[src/rtl/phne_pkg.sv]
// Package: shared types and constants for the packet host name extractor.
`default_nettype none
package phne_pkg;
  localparam int unsigned OffsetBitsDef  = 16;
  localparam int unsigned RecHdrBytesDef = 5;
  localparam logic [15:0] HttpPortRst = 16'd80;
  localparam logic [15:0] TlsPortRst  = 16'd443;
  localparam int unsigned CfgIdxW = 1;
  localparam logic [CfgIdxW-1:0] CfgHttpPort = 1'd0;
  localparam logic [CfgIdxW-1:0] CfgTlsPort  = 1'd1;

  localparam logic [1:0] StHttp   = 2'd0;
  localparam logic [1:0] StSni    = 2'd1;
  localparam logic [1:0] StNoHost = 2'd2;

  typedef struct packed {
    logic [7:0]  data_byte;
    logic        first_byte;
    logic        last_byte;
    logic [15:0] dest_port;
    logic [15:0] src_port;
  } in_item_t;

  typedef struct packed {
    logic [7:0] host_byte;
    logic       is_status;
    logic [1:0] status;
    logic       run_end;
  } out_item_t;

  // Result of parsing one byte, passed from the parser to the output stage.
  typedef struct packed {
    logic       emit;
    logic       last;
    logic [7:0] data;
    logic [1:0] status;
  } parse_res_t;
endpackage
`default_nettype wire

[src/rtl/phne_parser.sv]
// Parser: per-byte HTTP Host and TLS SNI state machine.
`default_nettype none
module phne_parser #(
  parameter int unsigned OffsetBits  = phne_pkg::OffsetBitsDef,
  parameter int unsigned RecHdrBytes = phne_pkg::RecHdrBytesDef
) (
  input  wire logic                 clk_i,
  input  wire logic                 rst_ni,
  input  wire logic                 step_i,
  input  wire phne_pkg::in_item_t   item_i,
  input  wire logic [15:0]          http_port_i,
  input  wire logic [15:0]          tls_port_i,
  output phne_pkg::parse_res_t      res_o
);
  import phne_pkg::*;

  typedef enum logic [1:0] {MIdle, MHttp, MTls, MNone} mode_e;
  typedef enum logic [4:0] {
    PSearch, PHskip, PHname, PHlen, PVrand, PSidlen, PSid, PCslenHi, PCslenLo,
    PCs, PCmlen, PCm, PExlenHi, PExlenLo, PExtT0, PExtT1, PExtL0, PExtL1,
    PExtSkip, PSniList0, PSniList1, PSniType, PSniNlen0, PSniNlen1, PSniName,
    POk, PFail
  } phase_e;

  localparam logic [OffsetBits-1:0] OffMax = '1;
  localparam logic [OffsetBits-1:0] RecHdr = OffsetBits'(RecHdrBytes);

  mode_e mode_q, mode_d, md;
  phase_e ph_q, ph_d, ph;
  logic [OffsetBits-1:0] off_q, off_d, off;
  logic [2:0]  hmi_q, hmi_d, hmi;
  logic [16:0] skip_q, skip_d, skip;
  logic [7:0]  lat_q, lat_d, lat;
  logic [17:0] exe_q, exe_d, exe;
  logic        ext0_q, ext0_d, ext0;
  logic        hne_q, hne_d, hne;
  logic [16:0] skm1;
  logic [17:0] exm1;
  logic [15:0] len16;
  logic [7:0]  b, tag;
  logic        emit, term;

  always_comb begin
    b = item_i.data_byte;
    md = mode_q; ph = ph_q; off = off_q; hmi = hmi_q; skip = skip_q;
    lat = lat_q; exe = exe_q; ext0 = ext0_q; hne = hne_q;
    if (item_i.first_byte) begin
      ph = PSearch; off = '0; hmi = '0; skip = '0; lat = '0; exe = '0;
      ext0 = 1'b1; hne = 1'b0;
      if (item_i.dest_port == http_port_i || item_i.src_port == http_port_i) begin
        md = MHttp;
      end else if (item_i.dest_port == tls_port_i || item_i.src_port == tls_port_i) begin
        md = MTls;
      end else begin
        md = MNone;
      end
    end
    mode_d = md; ph_d = ph; off_d = off; hmi_d = hmi; skip_d = skip; lat_d = lat;
    exe_d = exe; ext0_d = ext0; hne_d = hne;
    emit = 1'b0;
    skm1 = skip - 17'd1;
    exm1 = exe - 18'd1;
    len16 = {lat, b};
    term = (b == 8'h0d) || (b == 8'h0a) || (b == 8'h20) || (b == 8'h09);
    unique case (hmi)
      3'd0: tag = 8'h48;
      3'd1: tag = 8'h6f;
      3'd2: tag = 8'h73;
      3'd3: tag = 8'h74;
      default: tag = 8'h3a;
    endcase
    if (md == MHttp) begin
      unique case (ph)
        PSearch: begin
          if (b == tag) begin
            if (hmi == 3'd4) begin
              hmi_d = '0; ph_d = PHskip;
            end else begin
              hmi_d = hmi + 3'd1;
            end
          end else begin
            hmi_d = (b == 8'h48) ? 3'd1 : 3'd0;
          end
        end
        PHskip: begin
          if (b == 8'h20 || b == 8'h09) begin
            ph_d = PHskip;
          end else if (term || b == 8'h3a) begin
            ph_d = PFail;
          end else begin
            hne_d = 1'b1; ph_d = PHname; emit = 1'b1;
          end
        end
        PHname: begin
          if (term || b == 8'h3a) ph_d = POk;
          else emit = 1'b1;
        end
        default: ;
      endcase
    end else if (md == MTls) begin
      unique case (ph)
        PSearch: begin
          if (off == '0) begin
            if (b != 8'h16) ph_d = PFail;
          end else if (off >= RecHdr && b == 8'h01) begin
            skip_d = 17'd3; ph_d = PHlen;
          end
        end
        PHlen: begin
          skip_d = skm1;
          if (skm1 == '0) begin
            skip_d = 17'd34; ph_d = PVrand;
          end
        end
        PVrand: begin
          skip_d = skm1;
          if (skm1 == '0) ph_d = PSidlen;
        end
        PSidlen: begin
          if (b == '0) ph_d = PCslenHi;
          else begin
            skip_d = 17'(b); ph_d = PSid;
          end
        end
        PSid: begin
          skip_d = skm1;
          if (skm1 == '0) ph_d = PCslenHi;
        end
        PCslenHi: begin
          lat_d = b; ph_d = PCslenLo;
        end
        PCslenLo: begin
          if (len16 == '0) ph_d = PCmlen;
          else begin
            skip_d = 17'(len16); ph_d = PCs;
          end
        end
        PCs: begin
          skip_d = skm1;
          if (skm1 == '0) ph_d = PCmlen;
        end
        PCmlen: begin
          if (b == '0) ph_d = PExlenHi;
          else begin
            skip_d = 17'(b); ph_d = PCm;
          end
        end
        PCm: begin
          skip_d = skm1;
          if (skm1 == '0) ph_d = PExlenHi;
        end
        PExlenHi: begin
          lat_d = b; ph_d = PExlenLo;
        end
        PExlenLo: begin
          exe_d = 18'(len16);
          ph_d = (len16 >= 16'd4) ? PExtT0 : PFail;
        end
        PExtT0: begin
          lat_d = b; exe_d = exm1; ph_d = PExtT1;
        end
        PExtT1: begin
          ext0_d = (lat == '0) && (b == '0); exe_d = exm1; ph_d = PExtL0;
        end
        PExtL0: begin
          lat_d = b; exe_d = exm1; ph_d = PExtL1;
        end
        PExtL1: begin
          exe_d = exm1;
          if (ext0) begin
            ph_d = (exm1 >= 18'd2) ? PSniList0 : PFail;
          end else if (18'(len16) + 18'd4 > exm1) begin
            ph_d = PFail;
          end else if (len16 == '0) begin
            ph_d = (exm1 >= 18'd4) ? PExtT0 : PFail;
          end else begin
            skip_d = 17'(len16); ph_d = PExtSkip;
          end
        end
        PExtSkip: begin
          exe_d = exm1; skip_d = skm1;
          if (skm1 == '0) ph_d = (exm1 >= 18'd4) ? PExtT0 : PFail;
        end
        PSniList0: begin
          exe_d = exm1; ph_d = PSniList1;
        end
        PSniList1: begin
          exe_d = exm1; ph_d = (exm1 >= 18'd1) ? PSniType : PFail;
        end
        PSniType: begin
          exe_d = exm1;
          if (b != '0) ph_d = PFail;
          else ph_d = (exm1 >= 18'd2) ? PSniNlen0 : PFail;
        end
        PSniNlen0: begin
          lat_d = b; exe_d = exm1; ph_d = PSniNlen1;
        end
        PSniNlen1: begin
          exe_d = exm1;
          if (18'(len16) > exm1) ph_d = PFail;
          else if (len16 == '0) ph_d = POk;
          else begin
            skip_d = 17'(len16); ph_d = PSniName;
          end
        end
        PSniName: begin
          emit = 1'b1; skip_d = skm1;
          if (skm1 == '0) ph_d = POk;
        end
        default: ;
      endcase
    end
    if (off < OffMax) off_d = off + 1'b1;
    res_o.emit = 1'b0;
    res_o.last = 1'b0;
    res_o.data = b;
    if (md == MHttp) res_o.status = hne_d ? StHttp : StNoHost;
    else if (md == MTls) res_o.status = (ph_d == POk) ? StSni : StNoHost;
    else res_o.status = StNoHost;
    if (md != MIdle) begin
      res_o.emit = emit;
      res_o.last = item_i.last_byte;
    end
    if (item_i.last_byte || md == MIdle) begin
      mode_d = MIdle; ph_d = PSearch; off_d = '0; hmi_d = '0; skip_d = '0;
      lat_d = '0; exe_d = '0; ext0_d = 1'b1; hne_d = 1'b0;
    end
    if (!step_i) begin
      res_o.emit = 1'b0;
      res_o.last = 1'b0;
    end
  end

  always_ff @(posedge clk_i or negedge rst_ni) begin
    if (!rst_ni) begin
      mode_q <= MIdle; ph_q <= PSearch; off_q <= '0; hmi_q <= '0; skip_q <= '0;
      lat_q <= '0; exe_q <= '0; ext0_q <= 1'b1; hne_q <= 1'b0;
    end else if (step_i) begin
      mode_q <= mode_d; ph_q <= ph_d; off_q <= off_d; hmi_q <= hmi_d;
      skip_q <= skip_d; lat_q <= lat_d; exe_q <= exe_d; ext0_q <= ext0_d;
      hne_q <= hne_d;
    end
  end
endmodule
`default_nettype wire

[config.mk]
export PLATFORM = sky130hd
export DESIGN_NAME = phne_parser
export DESIGN_NICKNAME = d
export VERILOG_FILES = /design/src/rtl/phne_pkg.sv /design/src/rtl/phne_parser.sv
export SDC_FILE = /design/constraint.sdc
export NUM_CORES = 1
export LEC_CHECK = 0
export BUFFER_PORTS_ARGS = -buffer_cell sky130_fd_sc_hd__buf_2
export CAP_MARGIN = 20
export CORE_ASPECT_RATIO = 0.6
export CORE_MARGIN = 1
export CORE_UTILIZATION = 37
export CTS_BUF_LIST = sky130_fd_sc_hd__clkbuf_4 sky130_fd_sc_hd__clkbuf_8
export CTS_CLUSTER_DIAMETER = 120
export DETAILED_ROUTE_END_ITERATION = 8
export PLACE_DENSITY = 0.54
export SLEW_MARGIN = 40
export SYNTH_ARGS = -nofsm -noshare
export SYNTH_HDL_FRONTEND = slang
export SYNTH_SLANG_ARGS = --single-unit
[constraint.sdc]
create_clock -name clk_i -period 11.5 [get_ports clk_i]
set_input_delay 2.875 -clock clk_i [delete_from_list [all_inputs] [get_ports clk_i]]
set_output_delay 2.875 -clock clk_i [all_outputs]
set_load 0.05 [all_outputs]
Word level (Yosys, flattened, before mapping) --
Index checks and enable logic that the tools add are counted.
Word-level totals: word-level logic and storage cells 186, bits in registers 71
Cells by class: reductions and logical operators 24, mux-type cells 96, magnitude comparators 8, equal/unequal tests 44, add/subtract/negate cells 5
Operators with widths (count):
- $mux 17 | 12
- $mux 5 | 24
- $pmux 17 s7 | 1
- $pmux 5 s23 | 1
- $mux 18 | 4
- $eq 16x16->1 | 4
- $eq 5x5->1 const B | 10
- $mux 16 | 3
- $eq 5x4->1 const B | 8
- $mux 8 | 5
- $pmux 18 s2 | 1
- $ge 16x3->1 const B | 2
- $logic_not 16->1 | 2
- $pmux 7 s4 | 1
- $eq 8x4->1 const B | 3
- $mux 2 | 11
- $mux 3 | 7
- $eq 5x3->1 const B | 4
- $mux 1 | 20
- $ge 18x1->1 const B | 1
- $ge 18x2->1 const B | 1
- $ge 18x3->1 const B | 1
- $gt 16x18->1 | 1
- $gt 17x18->1 | 1
- 34 further kinds | 49

Longest topological paths before layout --
Gate-level depths: netlist of the first run.
word-level depth 14, depth in mapped cells 26, mapped depth without buffers 19

Worst setup path after synthesis of the first run --
Ideal clock, no wire load.
kind input to output, start input item_i[33] (netlist bit), end output res_o[0] (netlist bit), path slack 0.121 ns, path buffers 5, stages 23, data required time 8.625 ns, arrival 8.504 ns, cells stage by stage buf_2 clkinv_1 clkbuf_1 clkbuf_1 clkbuf_1 buf_1 nand2_1 ha_1 nor4b_4 nand3_1 or3_1 a22o_1 inv_1 ha_1 nor2_1 a32o_1 nor3_1 o22a_1 nor2_1 a221oi_2 a21boi_1 o211ai_1 nor4_1
RTL lines:
- start: declaration | line phne_parser.sv:10 | input wire phne_pkg::in_item_t item_i,
- end: declaration | line phne_parser.sv:13 | output phne_pkg::parse_res_t res_o

==> results.toml, run 1 <==
[detailed_routing]
drt_initial_violations = 993
detailedRoute.firstPassIterationCount = 6
postRouteWirelength_um = 33600
route.vias.total = 9657
ant_nets = 0
routed_wire_length_per_instance_um = 21.6
via_per_inst = 6.19
drc = 0

[worst_setup_path]
worst_setup_path_endpoint = "res_o[0]"
setup.reg_to_reg.worst_slack_ns = 6.28
reg2regPathDepth = 18
endpoint_kind_of_the_worst_setup_timing_path = "output port"
worstPathMaxFanout = 15
r2r-end = "skip_q[1]"
start_kind = "primary input"
worst_r2r_startpoint = "exe_q[0]"
critPathRequiredTime_ns = 8.63
crit_start = "item_i[33]"
worst_path_arrival_ns = 7.48
criticalPathCategory = "in -> out"

[sta]
worst_margin_pin_slew_ns = 0.841
clock.fmax_ghz = 0.0966
timing.final.hold_violations = 0
final_worst_slack_ns = 1.15
rsz0062_at_grt = "false"
min_period_over_period_pct = 90.0
setup_viol_count_final = 0
finalSetupTns_ns = 0
layout_min_cycle_time_ns = 10.35
finalClockSkew_ns = 0.0182
max-slew-margin-rel_pct = 43.9
slew_viol_final = 0

[clock_tree]
ctsHtreeMaxLevel = 3
path_clk_slew_ns = 0.09
clk_root_buffer_cell = "clkbuf_8"
cts_num_sinks = 71
cts_hold_buf = 0
cts-root-to-sink-buffers = 2
postCtsSetupBuffers = 0
cts_tree = "yes"
clock_latency_ns = 0.42
tritoncts.num_buffers = 9
cts_resized = 0

[synthesis]
synth-seq-cells = 71
synth.yosys.warnings = 0
synth_fp_nets = 1323
netlist_instances = 1202
synth_ff_type = "dfrtp_1"
synthArstFlopShare_pct = 100
synth_edf_count = 0
synth.cell_area_mm2 = 0.00886
register_area_share_after_synthesis_pct = 20.1
netlist-cell-type-count = 99
syn_area_per_cell_um2 = 7.37

[global_route]
grt_overflow_total = 0
grt_util_met3_pct = 6.71
initial_antenna_violation_count = 2
grt_use_met1_pct = 44.3
grt_first_pass_wirelength_um = 51800
grtUsageMet2_pct = 35.2
grt_start_max_net_pins = 72
groute.usage.overall_pct = 27.6
top_usage_layer = "met1"
grt_pass1_vias = 8581

[place]
io_buffers = 88
placedCellCount = 1544
gp_congestion = 0.972
pre_cts_ws_ns = 1.24
detailedPlacementHpwl_um = 25300

[floorplan]
design.die.area_mm2 = 0.0246
floorplan.initialDensity_pct = 38.0
fp.dieW_um = 202
row_count = 43
placeableCoreArea_mm2 = 0.0233
pin_count = 89
die_h_um = 122

[finish]
antenna-diode-count = 0
final_cell_count_no_fill = 1560
layout.cells.most_common_list = "nand2_1 (133), nor2_1 (107), o21ai_0 (87), buf_2 (87), a21oi_1 (76)"
final_net_count = 1361
final_layout_size_suffix_gt1_share_pct = 13.1
mostFrequentLayoutCell = "nand2_1"
area_growth_pct = 9.58

[pwr]
irDropWorstVdd_uv = 62.1
post-layout-total-power_w = 0.000701
power.static_leakage_nw = 4.14
power.density_cell_area_mw_per_mm2 = 72.2

[hold_path]
hold_path_depth = 1
hp-class = "reg -> reg"

[run_status]
run_status = "complete, no violations"

[flow_run]
drv_cap = 0
[synth_stat cells, drive strengths merged, types with 4 or more instances]
| cell type | number | area share, % |
|---|---|---|
| a211oi | 13 | 1.2 |
| a21boi | 5 | 0.42 |
| a21o | 9 | 0.76 |
| a21oi | 76 | 4.3 |
| a22o | 33 | 3.3 |
| a22oi | 9 | 0.76 |
| a31oi | 20 | 1.5 |
| a32o | 7 | 0.79 |
| a32oi | 5 | 0.49 |
| and2 | 7 | 0.49 |
| and3 | 11 | 0.78 |
| and4 | 9 | 0.89 |
| buf | 33 | 2.3 |
| clkbuf | 48 | 2.1 |
| dfrtp | 70 | 20 |
| ha | 44 | 6.2 |
| inv | 47 | 2.0 |
| mux2 | 4 | 0.51 |
| mux2i | 6 | 0.72 |
| nand2 | 134 | 5.7 |
| nand2b | 14 | 0.99 |
| nand3 | 30 | 1.7 |
| nand4 | 28 | 2.0 |
| nor2 | 109 | 4.7 |
| nor2b | 27 | 1.9 |
| nor3 | 41 | 2.6 |
| nor3b | 7 | 0.76 |
| nor4 | 31 | 2.7 |
| o211a | 4 | 0.45 |
| o211ai | 8 | 0.79 |
| o21a | 8 | 0.68 |
| o21ai | 95 | 5.4 |
| o221ai | 7 | 0.90 |
| o22ai | 18 | 1.3 |
| o2bb2ai | 4 | 0.40 |
| o31ai | 12 | 1.0 |
| or2 | 4 | 0.28 |
| or3 | 11 | 0.78 |
| or4 | 10 | 0.89 |
| xnor2 | 55 | 5.5 |
| xor2 | 36 | 3.6 |
[stage by stage]
stage | hold WS [ns] | util [%] | cell area, um2
2_1_floorplan | 0.466 | - | 8860
3_3_place_gp | 0.480 | 40.6 | 9470
3_5_place_dp | 0.482 | 40.7 | 9480
4_1_cts | 0.504 | 41.7 | 9710
5_1_grt | 0.549 | 41.7 | 9710
6_report | 0.501 | 41.7 | 9710
[worst max-delay path: stages]
cell and delay, ns:
buf_2 0.09, clkinv_1 0.16, nand2_1 0.21, ha_1 0.17
buf_4 0.21, nor4b_4 0.35, nand3_1 0.16, or3_1 0.34
a22o_1 0.31, inv_1 0.10, ha_1 0.20, nor2_1 0.05
a32o_1 0.27, nor3_1 0.14, o22a_1 0.27, mux2i_2 0.15
a221oi_2 0.32, a21boi_1 0.25, o211ai_1 0.16, nor4_1 0.36
buf_2 0.33
[area by class of cell]
cell class / instances / area, um2
Fill cell: 2431 / 13600
Clock inverter: 6 / 92.6
Inverter: 49 / 184
Multi-Input combinational cell: 1001 / 6520
Clock buffer: 10 / 138
Timing Repair Buffer: 108 / 597
Tap cell: 315 / 394
Sequential cell: 71 / 1780
[cell families (layout without fill, tap and decap cells)]
kind of cell / after synthesis / in the layout / share of synthesized area, %
AO/OA/AOI/OAI: 369 / 369 / 28.3
XOR/XNOR: 91 / 91 / 9.08
adder cells (fa/ha/maj): 44 / 44 / 6.21
buffers and inverters: 130 / 173 / 6.40
flip-flops: 71 / 71 / 20.1
multiplexers: 10 / 10 / 1.23
AND/OR/NAND/NOR: 487 / 487 / 28.7
[sequential cells by signal, summed over array words and instances, names as in the netlist]
register,cells
exe_q,18
ext0_q,1
hmi_q,3
hne_q,1
lat_q,8
mode_q,2
off_q,16
ph_q,5
skip_q,17
[worst min path at each step]
stage / to / startpoint
5_1_grt: hmi_q[0] / hmi_q[0]
3_3_place_gp: hmi_q[0] / hmi_q[0]
3_5_place_dp: hmi_q[0] / hmi_q[0]
6_report: hmi_q[0] / hmi_q[0]
4_1_cts: hmi_q[0] / hmi_q[0]
2_1_floorplan: hmi_q[0] / hmi_q[0]
[routing by layer]
metal | wire [um] | up-vias
met1 | 17300 | 4629
li1 | - | 4517
met3 | 3480 | 32
met2 | 12500 | 477
met5 | 13 | -
met4 | 333 | 2
[where the power goes]
part	leakage (nW)	total [W]	internal (W)	switching, W
clock network	0.109	0.000249	0.000129	0.000120
logic	3.05	0.000191	0.0000621	0.000129
registers	0.984	0.000261	0.000252	0.00000850
Power figures use the tool's default switching activity.
==> run 2: changes to the inputs <==
--- a/config.mk
+++ b/config.mk
@@ -14,6 +14,7 @@
 export CTS_CLUSTER_DIAMETER = 120
 export DETAILED_ROUTE_END_ITERATION = 8
 export PLACE_DENSITY = 0.54
+export REMOVE_ABC_BUFFERS = 1
 export SLEW_MARGIN = 40
 export SYNTH_ARGS = -nofsm -noshare
 export SYNTH_HDL_FRONTEND = slang
==> run 2 against run 1 <==
Final area down 0.49%. Utilization down 0.20 points. Critical path type unchanged. Sequential share of layout area up 0.090 points.
==> results.toml, run 2 (synthesis results as in run 1) <==
[global_route]
grt_pass1_vias = 8481
grt_overflow_total = 0
grt_use_met1_pct = 44.2
initial_antenna_violation_count = 0
groute.usage.overall_pct = 27.5
grt_util_met3_pct = 7.81
grtUsageMet2_pct = 35.2
grt_start_max_net_pins = 46
grt_first_pass_wirelength_um = 51800
top_usage_layer = "met1"

[floorplan]
placeableCoreArea_mm2 = 0.0233
row_count = 43
die_h_um = 122
pin_count = 89
floorplan.initialDensity_pct = 38.0
design.die.area_mm2 = 0.0246
fp.dieW_um = 202

[finish]
final_layout_size_suffix_gt1_share_pct = 12.8
final_net_count = 1356
antenna-diode-count = 0
layout.cells.most_common_list = "nand2_1 (133), nor2_1 (107), o21ai_0 (87), buf_2 (87), a21oi_1 (75)"
area_growth_pct = 9.04
multiInputGateArea_mm2 = 0.00653
fin_area_mm2 = 0.00966
regArea_mm2 = 0.00178
filler_cell_count = 2401
top_regs = "exe_q: 18 flops, skip_q: 17 flops, off_q: 16 flops"
final_cell_count_no_fill = 1555
reg_with_most_ffs = "exe_q"
largest_register_ffs = 18
mostFrequentLayoutCell = "nand2_1"

[worst_setup_path]
endpoint_kind_of_the_worst_setup_timing_path = "output port"
worst_r2r_startpoint = "exe_q[0]"
setup.reg_to_reg.worst_slack_ns = 6.34
start_kind = "primary input"
critPathRequiredTime_ns = 8.63
reg2regPathDepth = 15
r2r-end = "skip_q[1]"
worstPathMaxFanout = 13
criticalPathCategory = "in -> out"
worst_path_arrival_ns = 7.46

[pwr]
power.share.combinational_pct = 27.0
post-layout-total-power_w = 0.000692
power.static_leakage_nw = 4.12
power.sequential.fraction_pct = 37.9
cellInternalPower_w = 0.000436
power.net_switching_w = 0.000256
swShare_pct = 37.0
power.density_cell_area_mw_per_mm2 = 71.6
clockPowerShare_pct = 35.1
irDropWorstVdd_uv = 49.2

[sta]
clock.fmax_ghz = 0.0968
slew_viol_final = 0
setup_viol_count_final = 0
rsz0062_at_grt = "false"
worst_margin_pin_slew_ns = 0.940
min_period_over_period_pct = 89.9
finalSetupTns_ns = 0
layout_min_cycle_time_ns = 10.33
max-slew-margin-rel_pct = 37.2
timing.final.hold_violations = 0
final_worst_slack_ns = 1.17
finalClockSkew_ns = 0.0140

[clock_tree]
cts_resized = 0
cts_tree = "yes"
clk_root_buffer_cell = "clkbuf_8"
cts-root-to-sink-buffers = 2
clock_latency_ns = 0.40
tritoncts.num_buffers = 9
cts_hold_buf = 0
path_clk_slew_ns = 0.09
ctsHtreeMaxLevel = 3
cts_num_sinks = 71
postCtsSetupBuffers = 0

[place]
placedCellCount = 1539
pre_cts_ws_ns = 1.28
io_buffers = 88
detailedPlacementHpwl_um = 25700
post_dp_cell_area_mm2 = 0.00943
gp_congestion = 1.09

[detailed_routing]
detailedRoute.firstPassIterationCount = 5
via_per_inst = 6.19
postRouteWirelength_um = 33400
route.vias.total = 9630
drt_initial_violations = 1176
routed_wire_length_per_instance_um = 21.5
ant_nets = 0
drc = 0

[flow_run]
drv_cap = 0

[run_status]
run_status = "complete, no violations"

[hold_path]
hold_path_depth = 1
hp-class = "reg -> reg"
hold_end = "hmi_q[0]"
min_from = "hmi_q[0]"
[run 2: changes by cell type in the layout (fill, tap and decap cells not counted), sizes merged]
cell,before,now
buf,108,103
clkbuf,10,9
clkinv,3,5
clkinvlp,2,1
[run 2: worst max-delay path by stage]
stage               cells past startpoint       start        to
CTS                                    20  item_i[33]  res_o[1]
global route                           20  item_i[33]  res_o[0]
global placement                       20  item_i[33]  res_o[1]
floorplan                              18  item_i[33]  res_o[0]
finish                                 20  item_i[33]  res_o[1]
detailed placement                     20  item_i[33]  res_o[1]
[run 2: layer usage]
layer	vias to the layer above	wire length, um
met5	-	0
met3	30	4000
met2	538	12200
met1	4560	16800
li1	4502	-
met4	0	298
[run 2: final cells by class]
class | instances | share of cell area [%]
flip-flops and latches | 71 | 18.4
clock inverters | 7 | 0.984
inverters | 49 | 1.90
clock buffers | 9 | 1.28
well taps | 315 | 4.08
repair buffers | 103 | 5.75
multi-input cells | 1001 | 67.6
[run 2: stage by stage]
| step | util (%) | hold WS (ns) |
|---|---|---|
| 4_1_cts | 41.4 | 0.503 |
| 3_3_place_gp | 40.5 | 0.478 |
| 6_report | 41.5 | 0.503 |
| 3_5_place_dp | 40.5 | 0.482 |
| 2_1_floorplan | - | 0.466 |
| 5_1_grt | 41.5 | 0.527 |
[run 2: worst max-delay path: stages]
cell      delay, ns
buf_2          0.26
clkinv_1       0.19
nand2_1        0.22
ha_1           0.21
nor4b_4        0.28
nand3_1        0.15
or3_1          0.34
a22o_1         0.29
inv_1          0.11
ha_1           0.20
nor2_1         0.05
a32o_1         0.27
nor3_1         0.13
o22a_1         0.27
mux2i_2        0.15
a221oi_2       0.28
a21boi_1       0.28
o211ai_1       0.22
o41a_1         0.46
buf_2          0.21
[run 2: power groups by stage]
stage                     combinational (W)  sequential [W]  clock [W]
after floorplan                   0.0000953        0.000263          0
after global placement             0.000182        0.000267          0
after detailed placement           0.000181        0.000267          0
after CTS                          0.000182        0.000262   0.000249
after global routing               0.000203        0.000263   0.000257
final                              0.000187        0.000262   0.000243
